## config.mk

```make
export PLATFORM = sky130hd
export DESIGN_NAME = joystick_zone_dash_detector_flat
export DESIGN_NICKNAME = d
export VERILOG_FILES = /design/src/design/jzd_pkg.sv /design/src/design/jzd_if.sv /design/src/design/joystick_zone_dash_detector.sv /design/src/design/jzd_lane.sv /design/src/design/jzd_merge.sv /design/src/flat_wrapper.sv
export SDC_FILE = /design/constraint.sdc
export NUM_CORES = 1
export LEC_CHECK = 0
export ABC_AREA = 1
export BUFFER_PORTS_ARGS = -buffer_cell sky130_fd_sc_hd__buf_4
export CAP_MARGIN = 20
export CORE_MARGIN = 4
export CORE_UTILIZATION = 27
export CTS_BUF_LIST = sky130_fd_sc_hd__clkbuf_8 sky130_fd_sc_hd__clkbuf_16
export DETAILED_ROUTE_END_ITERATION = 10
export MAX_ROUTING_LAYER = met4
export PLACE_DENSITY = 0.42
export SLEW_MARGIN = 20
export SYNTH_ARGS = -nofsm -noshare
export SYNTH_HDL_FRONTEND = slang
export SYNTH_SLANG_ARGS = --single-unit
```

## constraint.sdc

```tcl
create_clock -name clk -period 5.23 [get_ports clk]
set_input_delay 0.2615 -clock clk [delete_from_list [all_inputs] [get_ports clk]]
set_output_delay 0.2615 -clock clk [all_outputs]
set_load 0.1 [all_outputs]
```

## src/design/jzd_pkg.sv

```systemverilog
// Package with shared types, register indexes and constants of the joystick zone dash detector.
`default_nettype none
package jzd_pkg;

  localparam int unsigned SampleW = 10;
  localparam int unsigned TickW   = 8;
  localparam int unsigned MsW     = 13;
  localparam int unsigned TimerW  = 14;
  localparam int unsigned RawLvlW = 3;
  localparam int unsigned LevelW  = 4;
  localparam int unsigned CfgIdxW = 3;
  localparam int unsigned CfgDatW = 13;

  localparam logic [RawLvlW-1:0] LvlNone   = 3'd0;
  localparam logic [RawLvlW-1:0] LvlWeak   = 3'd1;
  localparam logic [RawLvlW-1:0] LvlMid    = 3'd3;
  localparam logic [RawLvlW-1:0] LvlStrong = 3'd5;

  localparam logic [4:0] StrongSum = 5'd4;
  localparam logic [TimerW-1:0] TimerMax = 14'd8445;

  localparam logic [CfgIdxW-1:0] RegDeadZone  = 3'd0;
  localparam logic [CfgIdxW-1:0] RegEdgeZone  = 3'd1;
  localparam logic [CfgIdxW-1:0] RegMidZone   = 3'd2;
  localparam logic [CfgIdxW-1:0] RegTickMs    = 3'd3;
  localparam logic [CfgIdxW-1:0] RegTimeLimit = 3'd4;
  localparam logic [CfgIdxW-1:0] RegDashMax   = 3'd5;
  localparam logic [CfgIdxW-1:0] RegDashMin   = 3'd6;

  typedef struct packed {
    logic [SampleW-1:0] dead_zone;
    logic [SampleW-1:0] edge_zone;
    logic [SampleW-1:0] mid_zone;
    logic [TickW-1:0]   tick_ms;
    logic [MsW-1:0]     time_limit;
    logic [MsW-1:0]     dash_max_ms;
    logic [MsW-1:0]     dash_min_ms;
  } cfg_t;

  typedef struct packed {
    logic [RawLvlW-1:0] lo;
    logic [RawLvlW-1:0] hi;
  } axis_lvl_t;

endpackage
`default_nettype wire

```

## src/design/jzd_if.sv

```systemverilog
// Channel interfaces for samples, levels and register writes.
`default_nettype none
interface jzd_sample_if;
  logic                      valid;
  logic                      ready;
  logic [jzd_pkg::SampleW-1:0] supply_sample;
  logic [jzd_pkg::SampleW-1:0] x_sample;
  logic [jzd_pkg::SampleW-1:0] y_sample;
  modport source (output valid, supply_sample, x_sample, y_sample, input ready);
  modport sink (input valid, supply_sample, x_sample, y_sample, output ready);
endinterface

interface jzd_level_if;
  logic                       valid;
  logic                       ready;
  logic [jzd_pkg::LevelW-1:0] left_level;
  logic [jzd_pkg::LevelW-1:0] right_level;
  logic [jzd_pkg::LevelW-1:0] down_level;
  logic [jzd_pkg::LevelW-1:0] up_level;
  modport source (output valid, left_level, right_level, down_level, up_level, input ready);
  modport sink (input valid, left_level, right_level, down_level, up_level, output ready);
endinterface

interface jzd_cfg_if;
  logic                        valid;
  logic                        ready;
  logic [jzd_pkg::CfgIdxW-1:0] index;
  logic [jzd_pkg::CfgDatW-1:0] data;
  modport source (output valid, index, data, input ready);
  modport sink (input valid, index, data, output ready);
endinterface
`default_nettype wire

```

## src/design/joystick_zone_dash_detector.sv

```systemverilog
// Top level of the joystick zone dash detector: register file, two axis lanes and merge stage.
// Usage:
// The sample channel takes one item holding the supply, X and Y readings. The
// level channel returns one item per sample with left, right, down and up levels.
// The cfg channel writes register index 0..6 (dead zone, edge zone, mid zone,
// tick length, time limit, dash maximum, dash minimum); other indexes are ignored.
// It is always ready and should be used only while no item is in flight.
// The lane register and then the output register lie between an accepted sample
// and its result on the level channel.
// Throughput is one item per cycle while the receiver takes results; the X and Y
// lanes run side by side in the first stage.
// When the receiver stalls, the output register holds its item and the lane
// stage can still take one more sample before ready drops.
// A synchronous reset empties both stages, clears both timers and the dash
// latch, and loads the register defaults.
`default_nettype none
module joystick_zone_dash_detector (
  input  wire logic   clk,
  input  wire logic   rst,
  jzd_sample_if.sink  sample,
  jzd_level_if.source level,
  jzd_cfg_if.sink     cfg
);
  import jzd_pkg::*;

  cfg_t      regs;
  logic      s1_valid;
  logic      s1_en;
  logic      adv;
  axis_lvl_t x_lvl;
  axis_lvl_t y_lvl;

  assign cfg.ready    = 1'b1;
  assign s1_en        = !s1_valid || adv;
  assign sample.ready = s1_en;

  always_ff @(posedge clk) begin
    if (rst) begin
      regs.dead_zone   <= 10'd100;
      regs.edge_zone   <= 10'd7;
      regs.mid_zone    <= 10'd200;
      regs.tick_ms     <= 8'd12;
      regs.time_limit  <= 13'd4028;
      regs.dash_max_ms <= 13'd300;
      regs.dash_min_ms <= 13'd10;
    end else if (cfg.valid) begin
      case (cfg.index)
        RegDeadZone:  regs.dead_zone   <= cfg.data[SampleW-1:0];
        RegEdgeZone:  regs.edge_zone   <= cfg.data[SampleW-1:0];
        RegMidZone:   regs.mid_zone    <= cfg.data[SampleW-1:0];
        RegTickMs:    regs.tick_ms     <= cfg.data[TickW-1:0];
        RegTimeLimit: regs.time_limit  <= cfg.data[MsW-1:0];
        RegDashMax:   regs.dash_max_ms <= cfg.data[MsW-1:0];
        RegDashMin:   regs.dash_min_ms <= cfg.data[MsW-1:0];
        default: ;
      endcase
    end
  end

  always_ff @(posedge clk) begin
    if (rst) begin
      s1_valid <= 1'b0;
    end else if (s1_en) begin
      s1_valid <= sample.valid;
    end
  end

  jzd_lane u_lane_x (
    .clk    (clk),
    .en     (s1_en && sample.valid),
    .cfg    (regs),
    .supply (sample.supply_sample),
    .s      (sample.x_sample),
    .lvl    (x_lvl)
  );

  jzd_lane u_lane_y (
    .clk    (clk),
    .en     (s1_en && sample.valid),
    .cfg    (regs),
    .supply (sample.supply_sample),
    .s      (sample.y_sample),
    .lvl    (y_lvl)
  );

  jzd_merge u_merge (
    .clk         (clk),
    .rst         (rst),
    .cfg         (regs),
    .in_valid    (s1_valid),
    .x_lvl       (x_lvl),
    .y_lvl       (y_lvl),
    .adv         (adv),
    .out_valid   (level.valid),
    .out_ready   (level.ready),
    .left_level  (level.left_level),
    .right_level (level.right_level),
    .down_level  (level.down_level),
    .up_level    (level.up_level)
  );

`ifndef SYNTHESIS
  a_s1_hold: assert property (@(posedge clk) disable iff (rst)
    s1_valid && !adv |=> s1_valid && $stable(x_lvl) && $stable(y_lvl))
    else $error("Lane stage lost an item while the merge stage was stalled.");
  a_ready_free: assert property (@(posedge clk) disable iff (rst)
    !s1_valid |-> sample.ready)
    else $error("Sample channel stalled with an empty lane stage.");
  a_out_follows: assert property (@(posedge clk) disable iff (rst)
    s1_valid && adv |=> level.valid)
    else $error("Merged item did not reach the output register.");
`endif
endmodule
`default_nettype wire

```

## src/design/jzd_lane.sv

```systemverilog
// One axis lane: splits a sample into registered low and high side levels.
`default_nettype none
module jzd_lane (
  input  wire logic                        clk,
  input  wire logic                        en,
  input  wire jzd_pkg::cfg_t               cfg,
  input  wire logic [jzd_pkg::SampleW-1:0] supply,
  input  wire logic [jzd_pkg::SampleW-1:0] s,
  output jzd_pkg::axis_lvl_t               lvl
);
  import jzd_pkg::*;

  logic [SampleW:0]   center;
  logic [SampleW:0]   s_w;
  logic [SampleW:0]   sup_w;
  axis_lvl_t          lvl_next;

  always_comb begin
    center = {2'b00, supply[SampleW-1:1]};
    s_w    = {1'b0, s};
    sup_w  = {1'b0, supply};
    if (s < cfg.edge_zone) begin
      lvl_next.lo = LvlStrong;
    end else if (s < cfg.mid_zone) begin
      lvl_next.lo = LvlMid;
    end else if (s_w + {1'b0, cfg.dead_zone} < center) begin
      lvl_next.lo = LvlWeak;
    end else begin
      lvl_next.lo = LvlNone;
    end
    if (sup_w < s_w + {1'b0, cfg.edge_zone}) begin
      lvl_next.hi = LvlStrong;
    end else if (sup_w < s_w + {1'b0, cfg.mid_zone}) begin
      lvl_next.hi = LvlMid;
    end else if (center + {1'b0, cfg.dead_zone} < s_w) begin
      lvl_next.hi = LvlWeak;
    end else begin
      lvl_next.hi = LvlNone;
    end
  end

  always_ff @(posedge clk) begin
    if (en) begin
      lvl <= lvl_next;
    end
  end
endmodule
`default_nettype wire

```

## src/design/jzd_merge.sv

```systemverilog
// Merge stage: timers, dash latch and the output register.
`default_nettype none
module jzd_merge (
  input  wire logic                       clk,
  input  wire logic                       rst,
  input  wire jzd_pkg::cfg_t              cfg,
  input  wire logic                       in_valid,
  input  wire jzd_pkg::axis_lvl_t         x_lvl,
  input  wire jzd_pkg::axis_lvl_t         y_lvl,
  output logic                            adv,
  output logic                            out_valid,
  input  wire logic                       out_ready,
  output logic [jzd_pkg::LevelW-1:0]      left_level,
  output logic [jzd_pkg::LevelW-1:0]      right_level,
  output logic [jzd_pkg::LevelW-1:0]      down_level,
  output logic [jzd_pkg::LevelW-1:0]      up_level
);
  import jzd_pkg::*;

  logic [TimerW-1:0] off_center_time;
  logic [TimerW-1:0] off_center_time_next;
  logic [TimerW-1:0] since_strong_time;
  logic [TimerW-1:0] since_strong_time_next;
  logic              dash;
  logic              dash_next;
  logic              strong_tick;
  logic [4:0]        sum;
  logic              take;
  logic [TimerW-1:0] limit_w;
  logic [TimerW-1:0] tick_w;
  logic [TimerW-1:0] max_w;
  logic [TimerW-1:0] min_w;

  assign adv  = !out_valid || out_ready;
  assign take = adv && in_valid;

  always_comb begin
    limit_w = {1'b0, cfg.time_limit};
    tick_w  = {{(TimerW-TickW){1'b0}}, cfg.tick_ms};
    max_w   = {1'b0, cfg.dash_max_ms};
    min_w   = {1'b0, cfg.dash_min_ms};
    sum = {2'b00, x_lvl.lo} + {2'b00, x_lvl.hi} + {2'b00, y_lvl.lo} + {2'b00, y_lvl.hi};
    strong_tick = sum >= StrongSum;
    if (x_lvl.lo == LvlNone && x_lvl.hi == LvlNone) begin
      off_center_time_next = '0;
    end else if (off_center_time < limit_w) begin
      off_center_time_next = off_center_time + tick_w;
    end else begin
      off_center_time_next = off_center_time;
    end
    if (strong_tick) begin
      dash_next = dash || (off_center_time_next < max_w && min_w < since_strong_time
                           && since_strong_time < max_w);
      since_strong_time_next = '0;
    end else begin
      dash_next = 1'b0;
      if (since_strong_time < limit_w) begin
        since_strong_time_next = since_strong_time + tick_w;
      end else begin
        since_strong_time_next = since_strong_time;
      end
    end
  end

  always_ff @(posedge clk) begin
    if (rst) begin
      off_center_time   <= '0;
      since_strong_time <= '0;
      dash              <= 1'b0;
      out_valid         <= 1'b0;
    end else begin
      if (take) begin
        off_center_time   <= off_center_time_next;
        since_strong_time <= since_strong_time_next;
        dash              <= dash_next;
      end
      if (adv) begin
        out_valid <= in_valid;
      end
    end
  end

  always_ff @(posedge clk) begin
    if (take) begin
      if (dash_next) begin
        left_level  <= {x_lvl.lo, 1'b0};
        right_level <= {x_lvl.hi, 1'b0};
        down_level  <= {y_lvl.lo, 1'b0};
        up_level    <= {y_lvl.hi, 1'b0};
      end else begin
        left_level  <= {1'b0, x_lvl.lo};
        right_level <= {1'b0, x_lvl.hi};
        down_level  <= {1'b0, y_lvl.lo};
        up_level    <= {1'b0, y_lvl.hi};
      end
    end
  end

`ifndef SYNTHESIS
  a_dash_clears_since: assert property (@(posedge clk) disable iff (rst)
    dash |-> since_strong_time == '0)
    else $error("Dash latch is set while the release timer is running.");
  a_dash_even: assert property (@(posedge clk) disable iff (rst)
    out_valid && dash |-> !left_level[0] && !right_level[0] && !down_level[0] && !up_level[0])
    else $error("Dash result carries an undoubled level.");
  a_timer_bound: assert property (@(posedge clk) disable iff (rst)
    off_center_time <= TimerMax && since_strong_time <= TimerMax)
    else $error("Timer went past its saturation headroom.");
`endif
endmodule
`default_nettype wire
```

## src/flat_wrapper.sv

```systemverilog
// flat-port wrapper written by rule: the top's interface ports become plain ports
module joystick_zone_dash_detector_flat import jzd_pkg::*;
  (clk, rst, sample_valid, sample_supply_sample, sample_x_sample, sample_y_sample, sample_ready, level_valid, level_left_level, level_right_level, level_down_level, level_up_level, level_ready, cfg_valid, cfg_index, cfg_data, cfg_ready);
  jzd_sample_if sample_i ();
  jzd_level_if level_i ();
  jzd_cfg_if cfg_i ();
  input  wire logic clk;
  input  wire logic rst;
  input wire logic [$bits(sample_i.valid)-1:0] sample_valid;
  input wire logic [$bits(sample_i.supply_sample)-1:0] sample_supply_sample;
  input wire logic [$bits(sample_i.x_sample)-1:0] sample_x_sample;
  input wire logic [$bits(sample_i.y_sample)-1:0] sample_y_sample;
  output wire logic [$bits(sample_i.ready)-1:0] sample_ready;
  output wire logic [$bits(level_i.valid)-1:0] level_valid;
  output wire logic [$bits(level_i.left_level)-1:0] level_left_level;
  output wire logic [$bits(level_i.right_level)-1:0] level_right_level;
  output wire logic [$bits(level_i.down_level)-1:0] level_down_level;
  output wire logic [$bits(level_i.up_level)-1:0] level_up_level;
  input wire logic [$bits(level_i.ready)-1:0] level_ready;
  input wire logic [$bits(cfg_i.valid)-1:0] cfg_valid;
  input wire logic [$bits(cfg_i.index)-1:0] cfg_index;
  input wire logic [$bits(cfg_i.data)-1:0] cfg_data;
  output wire logic [$bits(cfg_i.ready)-1:0] cfg_ready;
  assign sample_i.valid = sample_valid;
  assign sample_i.supply_sample = sample_supply_sample;
  assign sample_i.x_sample = sample_x_sample;
  assign sample_i.y_sample = sample_y_sample;
  assign sample_ready = sample_i.ready;
  assign level_valid = level_i.valid;
  assign level_left_level = level_i.left_level;
  assign level_right_level = level_i.right_level;
  assign level_down_level = level_i.down_level;
  assign level_up_level = level_i.up_level;
  assign level_i.ready = level_ready;
  assign cfg_i.valid = cfg_valid;
  assign cfg_i.index = cfg_index;
  assign cfg_i.data = cfg_data;
  assign cfg_ready = cfg_i.ready;
  joystick_zone_dash_detector u_core (.clk(clk), .rst(rst), .sample(sample_i), .level(level_i), .cfg(cfg_i));
endmodule
```

======== After elaboration in Yosys (flattened, before gate mapping) ========
Cells that the tools add are included.
storage, ports and cells
  logic and storage cells ................. 111
  register bits ........................... 136
operators by class
  magnitude comparators ................... 18
  reduce and logical (&&, ||, !) cells .... 26
  mux-type cells .......................... 17
  add/subtract/negate cells ............... 12
  equal/unequal tests ..................... 6
operators by type and width
  kind                                                                                 count
  10-bit by 10-bit adder with 11-bit output                                            6
  14-bit by 13-bit < comparator with 1-bit output                                      4
  14-bit 2-to-1 mux                                                                    4
  10-bit by 11-bit < comparator with 1-bit output                                      4
  10-bit < comparator                                                                  4
  14-bit by 8-bit adder with 14-bit output                                             2
  11-bit by 10-bit < comparator with 1-bit output                                      2
  11-bit by 9-bit < comparator with 1-bit output                                       2
  2-bit AND reduction                                                                  8
  13-bit by 14-bit < comparator with 1-bit output                                      1
  3-bit 2-to-1 mux                                                                     4
  9-bit by 10-bit adder with 11-bit output                                             1
  3-bit == test, second input constant                                                 3
  3-bit logical NOT                                                                    3
  2-bit 2-to-1 mux                                                                     4
  2-bit OR reduction                                                                   4
  3-bit by 2-bit == test with 1-bit output, second input constant                      2
  4-bit by 3-bit adder with 5-bit output                                               1
  5-bit by 3-bit adder with 5-bit output                                               1
  5-bit by 3-bit greater-or-equal comparator with 1-bit output, second input constant  1
  1-bit logical AND                                                                    5
  1-bit 2-to-1 mux                                                                     5
  3-bit by 3-bit adder with 4-bit output                                               1
  3-bit by 1-bit == test with 1-bit output, second input constant                      1
  3 further kinds                                                                      6

======== Longest topological paths before layout ========
Gate-level depths: netlist of run 1.
  depth after elaboration ................. 9
  mapped depth ............................ 27
  mapped depth without buffers ............ 26

======== Modules after synthesis ========
Synthesis of run 1 repeated with hierarchy kept, for this count alone.
second synthesis, totals
  cell total of the unflattened synthesis .. 2042
  area total of the unflattened synthesis .. 14258.7 um2
modules (own cells, without submodules)
  module                       cells an instance  times used  area each (um2)
  jzd_merge                    609                1           4480.5
  jzd_lane at u_core.u_lane_y  507                1           3380.7
  jzd_lane at u_core.u_lane_x  495                1           3337.0
  joystick_zone_dash_detector  431                1           3060.4

======== Worst setup path before layout of run 1 ========
No wires, ideal clock.
  path kind ............................... reg-to-reg
  start point ............................. register u_core.u_merge.off_center_time[0]
  end point ............................... register u_core.u_merge.left_level[1] (netlist name), data pin
  slack ................................... 1.881 ns
  arrival ................................. 3.097 ns
  library setup time ...................... 0.253 ns
  stages on the path, launching flop included .. 23
  clock period less this slack ............ 3.349 ns
  required time ........................... 4.977 ns
  cell sequence ........................... dfxtp_1 > ha_1 > inv_1 > fa_1 > o21ai_1 > a21o_1 > a21oi_1 > o21ai_0 > nand2_1 > nor2_1 > inv_1 > o211ai_1 > inv_1 > ha_1 > inv_1 > o211ai_1 > nor2_2 > nand4_2 > nand2_4 > nand2_4 > buf_6 > nand2_1 > nand2_1
on the way
  cells in the longest elaborated chain, start to end .. 9
  elaborated cells between the ends (all ways) .. 10
  classes of those cells .................. add/sub (1); order compare (2); mux (4); reduce/logical (3)
RTL lines
  what                                                                                                                RTL line                          text
  start: declaration                                                                                                  jzd_merge.sv:20                   logic [TimerW-1:0] off_center_time;
  start signal: assignment                                                                                            jzd_merge.sv:73                   off_center_time <= off_center_time_next;
  14-bit by 8-bit adder with 14-bit output / 14-bit by 13-bit < comparator with 1-bit output (equally long branches)  jzd_merge.sv:47, jzd_merge.sv:46
  14-bit 2-to-1 mux (*)                                                                                               jzd_merge.sv:46                   end else if (off_center_time < limit_w) begin
  14-bit 2-to-1 mux (*)                                                                                               jzd_merge.sv:44                   if (x_lvl.lo == LvlNone && x_lvl.hi == LvlNone) begin
  net u_core.u_merge.off_center_time_next[12]                                                                         jzd_merge.sv:21                   logic [TimerW-1:0] off_center_time_next;
  14-bit by 13-bit < comparator with 1-bit output (*)                                                                 jzd_merge.sv:52                   dash_next = dash || (off_center_time_next < max_w && min_w < since_strong_time
  1-bit logical AND (*)                                                                                               jzd_merge.sv:52
  1-bit logical AND (*)                                                                                               jzd_merge.sv:53                   && since_strong_time < max_w);
  1-bit logical OR (*)                                                                                                jzd_merge.sv:52
  1-bit 2-to-1 mux (*)                                                                                                jzd_merge.sv:51                   if (strong_tick) begin
  3-bit 2-to-1 mux (*)                                                                                                jzd_merge.sv:85                   if (dash_next) begin
  end signal: assignment                                                                                              jzd_merge.sv:86                   left_level <= {x_lvl.lo, 1'b0};
  end signal: assignment                                                                                              jzd_merge.sv:91                   left_level <= {1'b0, x_lvl.lo};
  end: declaration                                                                                                    jzd_merge.sv:13                   output logic [jzd_pkg::LevelW-1:0] left_level,
The timed path passes the listed nets; every way through them passes the cells marked *.
A chain may end at the register's enable or synchronous reset.

======== Worst setup path after layout of run 1 ========
  start point ............................. register u_core.u_lane_y.lvl[1] (netlist name)
  end point ............................... register u_core.u_merge.since_strong_time[11]
on the way
  cells in the longest elaborated chain, start to end .. 4
  elaborated cells between the ends (all ways) .. 5
  classes of those cells .................. add/sub (1); order compare (1); mux (1); reduce/logical (2)
RTL lines
  what                                                              RTL line         text
  start: declaration                                                jzd_lane.sv:9    output jzd_pkg::axis_lvl_t lvl
  start signal: assignment                                          jzd_lane.sv:44   lvl <= lvl_next;
  5-bit by 3-bit adder with 5-bit output (*)                        jzd_merge.sv:42  sum = {2'b00, x_lvl.lo} + {2'b00, x_lvl.hi} + {2'b00, y_lvl.lo} + {2'b00, y_lvl.hi};
  5-bit by 3-bit greater-or-equal comparator with 1-bit output (*)  jzd_merge.sv:43  strong_tick = sum >= StrongSum;
  2-bit nonzero test (no line)                                      n/a
  2-bit AND reduction (no line)                                     n/a
  end signal: assignment                                            jzd_merge.sv:74  since_strong_time <= since_strong_time_next;
  end: declaration                                                  jzd_merge.sv:22  logic [TimerW-1:0] since_strong_time;
Every way passes the cells marked *; elsewhere a longest branch is shown, timed or not.

==> run metrics, run 1 <==
clock sinks ~140; Slowest Stage Delay on Critical Path 580 ps; Wirelength per Cell between 15 and 20 um; Cell variety after synth 50; post-route ant nets 0; CP required ~5600 ps; dpl cell area around 0.014 mm2; full die area between 0.04 and 0.05 mm2; actual slew at the worst max-slew pin roughly 850 ps; top_reg_cell synth dfxtp_1; Post-layout nets 1995; commonest cells in the netlist ha_1, inv_1, nand2_1; Peak VDD IR 0.0001587 V; # fillers 4925; worst setup margin roughly 1400 ps; DRC viols 0; Yosys top cell by area ha_1; EDFF count, synth 28; hold_buf cts 0; # rows around 80; GR Util All Layers 0.1537; Post-CTS Setup Repair Bufs 0; status completed; H-tree Lvls 4; Leak between 6 and 7 nW; crit path max fanout 14; P&R area growth vs syn 14.37%; vias in the first global route just under 10000; CP top delay family adder cells; Mapped Cells about 1600; core area around 0.045 mm2; via count a little over 10000; CTS max path bufs 2; Comb pwr share 0.360; worst setup path category reg2reg; Final period util 0.7381; CP endpoint kind flop; Num CTS Buffers 17; clock latency on the worst-skew pair 450 ps; First DRT Iteration DRCs just over 700; post-synthesis area per instance just under 8 um2; Placer Congestion between 0.8 and 0.9; critical path startpoint category flop; vias per cell 4.540; Final Max Slew Viols 0; HPWL after detailed placement approximately 30 mm; Sw Pwr between 1 and 1.5 mW; WL final ~37 mm; fmax ~260 MHz; post-synth top area share 0.2627; first-pass GRT wire length 57.83 mm; Max Clock Skew approximately 14 ps; CP Buf/Inv Count 2; Root Buffer clkbuf_16; Setup TNS Final 0 ps; count leader, synth ha_1; top post-synthesis cells by area ha_1, dfxtp_1, a21oi_1; Ant. Diodes 0; Final Hold Fails 0; Critical Path AT approximately 4200 ps; largest net degree at the start of global routing a little over 60; Die Ht roughly 220 um; RSZ-0062 raised after global routing false; clock slew at reported path FFs ~70 ps; P_int 2.378 mW; Synth Cell Area 0.01234 mm2; Clock power frac 0.325; io pins 70; register area share after synthesis 0.2434; CTS tree yes; flops & latches, synth between 100 and 150; total power 3.861 mW; post-layout min period just under 4000 ps; maxcap violations 0; drt pass-1 iters 5; Hold Crit Class in2reg; gr ovfl total 0; pre-CTS WS between 1000 and 1500 ps; layout cells sized above 1 0.07487; Synth warnings 0; Sw Ratio 0.3842; initial core utilization 0.2725; design area about 0.014 mm2; CP max-delay cell fa_1; initial antenna violation count 0; port bufs slightly below 70; Async SR Flop Fraction 0; Die Wd 221.8 um; Power Density between 200 and 300 mW/mm2; worst-path cell chain fa_1, fa_1, ha_1, fa_1, a2111oi_4, buf_4, nand2_1, nand2_1, inv_1, nand2_1, o21ai_0, a21oi_1; Hold WS ~65 ps; setup violators final 0; post-cts resize count 0; Net Count, Synth a little under 2000; Flop pwr share 0.315; slew margin rel. 0.4301
## layout by cell type (no fill, tap or decap), drive strengths merged, types with 3 or more instances in the layout
master	netlist	layout
nor3	13	13
a21o	4	4
a21boi	7	7
clkinvlp	0	3
clkbuf	22	17
nand3b	4	4
o211ai	25	25
ha	259	259
edfxtp	28	28
bufinv	0	3
o221ai	9	9
nand2	234	234
a21oi	182	182
xnor2	15	15
clkinv	1	7
xor2	43	43
or2	3	3
o21ai	105	105
dfxtp	108	108
a31oi	4	4
o31ai	4	4
nand3	53	53
a2111oi	4	4
inv	241	244
o21bai	22	22
buf	7	76
fa	15	15
nand4	18	18
nor4	5	5
nor2	145	145
a211oi	15	15
## path summary, 6_finish.rpt
path / start / end / slack (ps) / cells after the start
setup reg to reg: u_core.u_lane_y.lvl[1]$_SDFFCE_PP0P_ / u_core.u_merge.since_strong_time[11]$_SDFFE_PP0P_ / 1370 / 12
setup / recovery: u_core.u_lane_y.lvl[1]$_SDFFCE_PP0P_ / u_core.u_merge.since_strong_time[11]$_SDFFE_PP0P_ / 1370 / 12
hold reg to reg: u_core.regs[0]$_SDFFE_PP0P_ / u_core.regs[0]$_SDFFE_PP0P_ / 460 / 2
hold / removal: cfg_data[10] / u_core.regs[10]$_SDFFE_PP0P_ / 70 / 3
## metrics by stage
| step | std cells | utilization |
|---|---|---|
| after detailed placement | 2251 | 0.2987 |
| after global placement | 2251 | 0.2987 |
| after global routing | 2283 | 0.3116 |
| after floorplan | 1604 | - |
| after CTS | 2283 | 0.3116 |
| final | 2283 | 0.3116 |
## worst min-delay path, stage by stage
cell and delay [ps]:
buf_4 100, nor2_1 40, nor2_1 80
## power by group through the flow
stage / logic [mW] / registers, mW / clock network (mW)
after global routing: 1.57 / 1.22 / 1.34
after global placement: 1.38 / 1.24 / 0
after detailed placement: 1.39 / 1.24 / 0
after floorplan: 0.869 / 1.36 / 0
after CTS: 1.40 / 1.22 / 1.30
final: 1.39 / 1.22 / 1.26
## cell type report
class                      instances  area [um2]  area share
tap                              600       750.7     0.05320
clock inverter                    15       161.4     0.01144
inverter                         242       908.4     0.06437
timing repair buffer              76       570.5     0.04043
multi-input combinational       1197        8292      0.5876
clock buffer                      17       425.4     0.03015
sequential                       136        3003      0.2128
## cell families after synthesis
group,synth area share
buffers and inverters,0.08457
adder cells (fa/ha/maj),0.2870
XOR/XNOR,0.04117
flip-flops,0.2434
AO/OA/AOI/OAI,0.1799
AND/OR/NAND/NOR,0.1637
other,0.0003039
## metal layers
metal  share of wire  up-vias  track usage
met3           0.029       18      0.02238
met2            0.42      161       0.2276
met4          0.0093        0      0.02701
met1            0.54     4622       0.2254
met5               0        -            -
li1                -     5564            -
## sequential cells by signal, indices dropped and copies added, names as in the netlist
signal / count
u_core.regs: 77
u_core.s1_valid: 1
u_core.u_lane_x.lvl: 6
u_core.u_lane_y.lvl: 6
u_core.u_merge.dash: 1
u_core.u_merge.down_level: 4
u_core.u_merge.left_level: 4
u_core.u_merge.off_center_time: 14
u_core.u_merge.out_valid: 1
u_core.u_merge.right_level: 4
u_core.u_merge.since_strong_time: 14
u_core.u_merge.up_level: 4
Power figures use the tool's default switching activity.
==> run 2: changes to the inputs <==
--- a/config.mk
+++ b/config.mk
@@ -13,7 +13,7 @@
 export CTS_BUF_LIST = sky130_fd_sc_hd__clkbuf_8 sky130_fd_sc_hd__clkbuf_16
 export DETAILED_ROUTE_END_ITERATION = 10
 export MAX_ROUTING_LAYER = met4
-export PLACE_DENSITY = 0.42
+export PLACE_DENSITY = 0.43
 export SLEW_MARGIN = 20
 export SYNTH_ARGS = -nofsm -noshare
 export SYNTH_HDL_FRONTEND = slang
==> constraint.sdc (replaced) <==
create_clock -name clk -period 3.5 [get_ports clk]
set_input_delay 0.175 -clock clk [delete_from_list [all_inputs] [get_ports clk]]
set_output_delay 0.175 -clock clk [all_outputs]
set_load 0.1 [all_outputs]
==> run 2 against run 1 <==
- first-iteration DRC count fell by 19%
- global-route usage increased by 0.052 points
- core utilization increased by 2.1 points
- largest power group unchanged
==> run metrics, run 2 (same netlist as run 1, synthesis figures left out) <==
Max Clock Skew 12.90 ps (-1.539 ps); CP top delay family simple AND/OR/NAND/NOR gates; Sw Ratio 0.3848 (+0.0005393); Largest Register u_core.regs; CP Buf/Inv Count 5 (+3); CP max-delay cell dfxtp_1; number of flip-flops in the largest register 77 (unchanged); critical path startpoint category flop; Sw Pwr 2.358 mW (+59%); drt pass-1 iters 7 (+2); WL final 37.73 mm (+2.2%); Worst path most repeated cell nand2_2; Ant. Diodes 0 (unchanged); Die Wd 221.8 um (unchanged); core area 0.04528 mm2 (unchanged); largest registers u_core.regs (77), u_core.u_merge.off_center_time (14), u_core.u_merge.since_strong_time (14); clock sinks 136 (unchanged); HPWL after detailed placement 30.15 mm (+0.49%); port bufs 68 (unchanged); H-tree Lvls 4 (unchanged); gr ovfl total 0 (unchanged); Final Max Slew Viols 0 (unchanged); pre-CTS WS -113.8 ps (-1551 ps); worst setup path category reg2reg; crit path max fanout 6 (-8); full die area 0.04918 mm2 (unchanged); Setup TNS Final 0 ps (unchanged); commonest non-fill, non-tap cell in the layout ha_1; via count 10850 (+4.6%); Util after Layout 0.3330 (+0.02136); P_int 3.770 mW (+59%); first-pass GRT wire length 58.26 mm (+0.75%); Critical Path AT 3630 ps (-600 ps); CTS tree yes; final cell count without fillers 2356 (+3.2%); worst setup margin 57.38 ps (-1313 ps); Flop pwr share 0.296 (-0.019); clock latency on the worst-skew pair 440 ps (about the same); Clock power frac 0.304 (-0.021); Peak VDD IR 0.0002594 V (+63%); maxcap violations 0 (unchanged); design area 0.01508 mm2 (+6.9%); Wirelength per Cell 16.02 um (-0.99%); clock slew at reported path FFs 60 ps (about the same); setup violators final 0 (unchanged); status completed; register area 0.003014 mm2 (+0.37%); post-route ant nets 0 (unchanged); fmax 290.5 MHz (+12%); Comb pwr share 0.399 (+0.039); Leak 7.316 nW (+5.4%); vias in the first global route 10030 (+2.0%); vias per cell 4.604 (+1.4%); Num CTS Buffers 17 (unchanged); CP required 3690 ps (-1910 ps); Final period util 0.9836 (+0.2455); FF-to-FF setup slack 60 ps (-1310 ps); Slowest Stage Delay on Critical Path 310 ps (-270 ps); Power Density 406.4 mW/mm2 (+49%); First DRT Iteration DRCs 579 (-19%); Final Hold Fails 0 (unchanged); initial antenna violation count 0 (unchanged); largest net degree at the start of global routing 43 (-30%); Placer Congestion 0.8107 (-0.11%); GR Util All Layers 0.1543 (+0.0005218); Hold Crit Class in2reg; # rows 78 (unchanged); Post-Place Cells 2299 (+2.1%); RSZ-0062 raised after global routing true; P&R area growth vs syn 22.21%; Die Ht 221.8 um (unchanged); dpl cell area 0.01388 mm2 (+2.7%); layout cells sized above 1 0.1549 (+0.08003); DRC viols 0 (unchanged); slew margin rel. 0.5665 (+0.1364); post-layout min period 3443 ps (-417.4 ps); worst-path cell chain inv_1, ha_1, inv_1, nor2_2, nand3_2, nor2_2, nand2_2, nand2_4, inv_4, or2_2, o211ai_1, buf_4, inv_1, ha_4, nand2_1, nor2_1, a211oi_1, nand2_1, nand2_2, nand4_4, nand2_8, nand2_8, nand2_2, nand2_2; commonest cells after routing, fill and taps aside ha_1, inv_1, nand2_1; initial core utilization 0.2725 (unchanged); # fillers 4863 (-1.3%); multi-input logic area 0.008666 mm2 (+4.5%); CP endpoint kind flop; io pins 70 (unchanged); actual slew at the worst max-slew pin 649.5 ps (-202.2 ps); CTS max path bufs 2 (unchanged); Post-layout nets 2068 (+3.7%); Root Buffer clkbuf_16
## run 2: worst paths after layout
| path | depth (start not counted) | end | startpoint |
|---|---|---|---|
| setup reg to reg | 24 | u_core.u_merge.up_level[2]$_DFFE_PP_ | u_core.regs[38]$_SDFFE_PP0P_ |
| hold / removal | 3 | u_core.s1_valid$_SDFFE_PP0N_ | sample_valid |
| hold reg to reg | 2 | u_core.regs[0]$_SDFFE_PP0P_ | u_core.regs[0]$_SDFFE_PP0P_ |
| setup / recovery | 24 | u_core.u_merge.up_level[2]$_DFFE_PP_ | u_core.regs[38]$_SDFFE_PP0P_ |
## run 2: power by group through the flow
stage	clock (mW)	combinational [mW]	sequential [mW]
global route	2.00	2.73	1.83
global placement	0	2.16	1.85
CTS	1.93	2.24	1.82
finish	1.87	2.45	1.82
floorplan	0	1.30	2.04
detailed placement	0	2.18	1.85
## run 2: layout make-up
cell class | instances | area share
clock inverter | 13 | 0.008381
inverter | 242 | 0.06082
tap | 600 | 0.04979
clock buffer | 19 | 0.03079
timing repair inverter | 1 | 0.0004979
multi-input combinational | 1198 | 0.5747
timing repair buffer | 147 | 0.07510
sequential | 136 | 0.1999
## run 2: worst reg2reg max path, cell delays in order, from the launching register on
cell	delay (ps)
dfxtp_1	310
inv_1	60
ha_1	260
inv_1	60
nor2_2	120
nand3_2	90
nor2_2	130
nand2_2	90
nand2_4	90
inv_4	50
or2_2	270
o211ai_1	90
buf_4	150
inv_1	60
ha_4	240
nand2_1	70
nor2_1	50
a211oi_1	200
nand2_1	200
nand2_2	150
nand4_4	120
nand2_8	140
nand2_8	80
nand2_2	80
nand2_2	40
## run 2: what timing repair did
action	in CTS	in global routing
buffers inserted	4	15
cloned	1	1
setup endpoints to repair	25	35
gates resized for setup	11	94
hold endpoints to repair	6	0
hold buffers	4	0
pin swaps	10	45
## run 2: layer usage
metal,GRT usage,vias up,part of all wire
met5,-,-,0
met4,0.02621,0,0.0084
met3,0.02410,11,0.027
met2,0.2300,164,0.44
met1,0.2241,4947,0.52
li1,-,5724,-
## run 2: through the flow
step	power, mW	hold WS [ps]
finish	6.128	39.17
global route	6.560	45.20
CTS	5.983	13.43
detailed placement	4.031	443.6
global placement	4.011	440.5
floorplan	3.335	253.5
==> run 3: changes to the inputs <==
--- a/config.mk
+++ b/config.mk
@@ -9,11 +9,11 @@
 export BUFFER_PORTS_ARGS = -buffer_cell sky130_fd_sc_hd__buf_4
 export CAP_MARGIN = 20
 export CORE_MARGIN = 4
-export CORE_UTILIZATION = 27
+export CORE_UTILIZATION = 57
 export CTS_BUF_LIST = sky130_fd_sc_hd__clkbuf_8 sky130_fd_sc_hd__clkbuf_16
 export DETAILED_ROUTE_END_ITERATION = 10
 export MAX_ROUTING_LAYER = met4
-export PLACE_DENSITY = 0.43
+export PLACE_DENSITY = 0.78
 export SLEW_MARGIN = 20
 export SYNTH_ARGS = -nofsm -noshare
 export SYNTH_HDL_FRONTEND = slang
==> run 3 against run 2 <==
- final area decreased by 3.8%
- die area decreased by 51%
- critical path depth decreased by 3
- sequential share of layout area increased by 0.84 points
- core utilization increased by 35 points
- via count increased by 5.0%
- register-to-register slack got worse by 50 ps
- combinational power about the same
- largest power group unchanged
- highest routed layer unchanged
==> run metrics, run 3 (same netlist as run 1, synthesis figures left out) <==
CP Buf/Inv Count 5 (unchanged); total power 6.039 mW (-1.5%); critical path startpoint category flop; R2R cell count 21 (-13%); worst setup path category reg2reg; Final Hold Fails 0 (unchanged); post-route ant nets 0 (unchanged); initial core utilization 0.5832 (+0.3108); setup violators final 0 (unchanged); CP endpoint kind flop; via count 11390 (+5.0%); initial antenna violation count 0 (unchanged); Flop pwr share 0.301 (+0.005); Sw Pwr 2.429 mW (+3.0%); fmax 286.5 MHz (-1.4%); Final Max Slew Viols 0 (unchanged); post-layout min period 3491 ps (+48.35 ps); dpl cell area 0.01327 mm2 (-4.4%); maxcap violations 0 (unchanged); Comb pwr share 0.409 (+0.010); io pins 70 (unchanged); Wirelength per Cell 16.94 um (+5.8%); Setup TNS Final 0 ps (unchanged); core area 0.02115 mm2 (-53%); worst-path cell chain ha_4, inv_4, fa_2, o21ai_2, a21o_1, a21oi_2, o21ai_1, nand2_2, nor2_4, inv_2, o211ai_1, inv_1, ha_4, inv_2, o211ai_1, nor2_2, nand4_2, nand2_4, buf_6, nand3_2, nand2_1; clock slew at reported path FFs 70 ps (about the same); Clock power frac 0.290 (-0.014); HPWL after detailed placement 25.63 mm (-15%); vias per cell 5.681 (+23%); Largest Register u_core.regs; first-pass GRT wire length 54.08 mm (-7.2%); commonest non-fill, non-tap cell in the layout ha_1; port bufs 68 (unchanged); actual slew at the worst max-slew pin 640.4 ps (-9.093 ps); pre-CTS WS -119.9 ps (-6.075 ps); Post-layout nets 2041 (-1.3%); Peak VDD IR 0.0003438 V (+33%); Die Ht 155.1 um (-30%); CTS tree yes; Leak 7.203 nW (-1.5%); clock latency on the worst-skew pair 440 ps (about the same); clock sinks 136 (unchanged); GR Util All Layers 0.2853 (+0.1311); status completed; slew margin rel. 0.5724 (+0.005916); worst setup margin 9.035 ps (-48.35 ps); worst r2r src u_core.regs[39]$_SDFFE_PP0P_; H-tree Lvls 4 (unchanged); CP top delay family compound AO/OA/AOI/OAI gates; CP required 3690 ps (about the same); largest registers u_core.regs (77), u_core.u_merge.off_center_time (14), u_core.u_merge.since_strong_time (14); # rows 53 (-32%); P&R area growth vs syn 17.57%; Hold WS 29.53 ps (-9.631 ps); Max Clock Skew 11.66 ps (-1.241 ps); CP max-delay cell fa_2; full die area 0.02406 mm2 (-51%); Root Buffer clkbuf_16; Slowest Stage Delay on Critical Path 400 ps (+90 ps); Power Density 416.3 mW/mm2 (+2.4%); crit path max fanout 5 (-1); First DRT Iteration DRCs 880 (+52%); HP Start sample_valid; Die Wd 155.1 um (-30%); drt pass-1 iters 5 (-2); layout cells sized above 1 0.1521 (-0.002786); Sw Ratio 0.4022 (+0.01741); Ant. Diodes 0 (unchanged); end of the worst register-to-register path u_core.u_merge.down_level[2]$_DFFE_PP_; design area 0.01451 mm2 (-3.8%); DRC viols 0 (unchanged); Critical Path AT 3680 ps (+50 ps); commonest cells after routing, fill and taps aside ha_1, inv_1, nand2_1; CTS max path bufs 2 (unchanged); hold-critical path depth 3 (unchanged); Num CTS Buffers 17 (unchanged); Final period util 0.9974 (+0.01381); vias in the first global route 10900 (+8.7%); WL final 33.95 mm (-10%); FF-to-FF setup slack 9 ps (-50 ps); Worst Hold End u_core.s1_valid$_SDFFE_PP0N_; gr ovfl total 0 (unchanged); number of flip-flops in the largest register 77 (unchanged); Placer Congestion 0.9073 (+12%); Hold Crit Class in2reg; RSZ-0062 raised after global routing true; largest net degree at the start of global routing 62 (+44%); P_int 3.610 mW (-4.2%)
==> run 3: cell types whose count changed in the layout (fill, tap and decap cells not counted), sizes merged <==
cell	change
buf	-26
bufinv	-2
clkbuf	-2
clkinv	-3
dlygate4sd3	-1
inv	+7
==> run 3: repair_timing <==
action | in CTS | in global routing
pin swaps | 6 | 45
cloned | 1 | 2
buffers inserted | 5 | 16
resized for setup | 13 | 116
setup endpoints to repair | 30 | 36
endpoints found under the hold margin | 5 | 0
hold buffers | 3 | 0
==> run 3: layout make-up <==
cell class	count	area [um2]
Timing Repair Buffer	120	968.4
Clock buffer	17	425.4
Fill cell	1670	6648
Sequential cell	136	3022
Inverter	242	919.6
Clock inverter	15	133.9
Tap cell	275	344.1
Timing Repair inverter	1	7.507
Multi-Input combinational cell	1198	8686
==> run 3: how the worst max path moves through the flow <==
stage / startpoint / slack [ps] / cells after the start / endpoint
finish: u_core.regs[39]$_SDFFE_PP0P_ / 9 / 21 / u_core.u_merge.down_level[2]$_DFFE_PP_
global route: u_core.regs[39]$_SDFFE_PP0P_ / -170 / 21 / u_core.u_merge.down_level[2]$_DFFE_PP_
CTS: u_core.regs[31]$_SDFFE_PP1P_ / 20 / 24 / u_core.u_merge.right_level[0]$_SDFFCE_PP0P_
detailed placement: u_core.u_lane_y.lvl[1]$_SDFFCE_PP0P_ / -120 / 11 / u_core.u_merge.since_strong_time[11]$_SDFFE_PP0P_
global placement: u_core.u_lane_y.lvl[1]$_SDFFCE_PP0P_ / -20 / 11 / u_core.u_merge.since_strong_time[10]$_SDFFE_PP0P_
floorplan: u_core.u_merge.off_center_time[0]$_SDFFE_PP0P_ / 150 / 22 / u_core.u_merge.left_level[1]$_DFFE_PP_
==> run 3: stage by stage <==
step | utilization | cells
floorplan | - | 1604
global placement | 0.6274 | 1945
global route | 0.6858 | 2004
finish | 0.6858 | 2004
CTS | 0.6592 | 1986
detailed placement | 0.6274 | 1945
==> run 3: metal layers <==
metal / vias up / GRT usage / routed length, um
met5: - / - / 0
met4: 0 / 0.09546 / 1078
met3: 81 / 0.05452 / 2298
met2: 379 / 0.4425 / 15320
met1: 5251 / 0.3760 / 15260
li1: 5674 / - / -
==> run 3: worst register-to-register path: stages (launching register included) <==
cell and delay, ps:
dfxtp_2 360, ha_4 160, inv_4 40, fa_2 400
o21ai_2 160, a21o_1 160, a21oi_2 70, o21ai_1 150
nand2_2 110, nor2_4 140, inv_2 50, o211ai_1 240
inv_1 120, ha_4 290, inv_2 30, o211ai_1 180
nor2_2 60, nand4_2 120, nand2_4 140, buf_6 180
nand3_2 60, nand2_1 50
==> run 3: power by group through the flow <==
stage / combinational (mW) / clock [mW] / sequential [mW]
finish: 2.47 / 1.75 / 1.82
global route: 2.73 / 1.82 / 1.83
CTS: 2.17 / 1.76 / 1.81
detailed placement: 2.08 / 0 / 1.85
global placement: 2.02 / 0 / 1.84
floorplan: 1.30 / 0 / 2.04
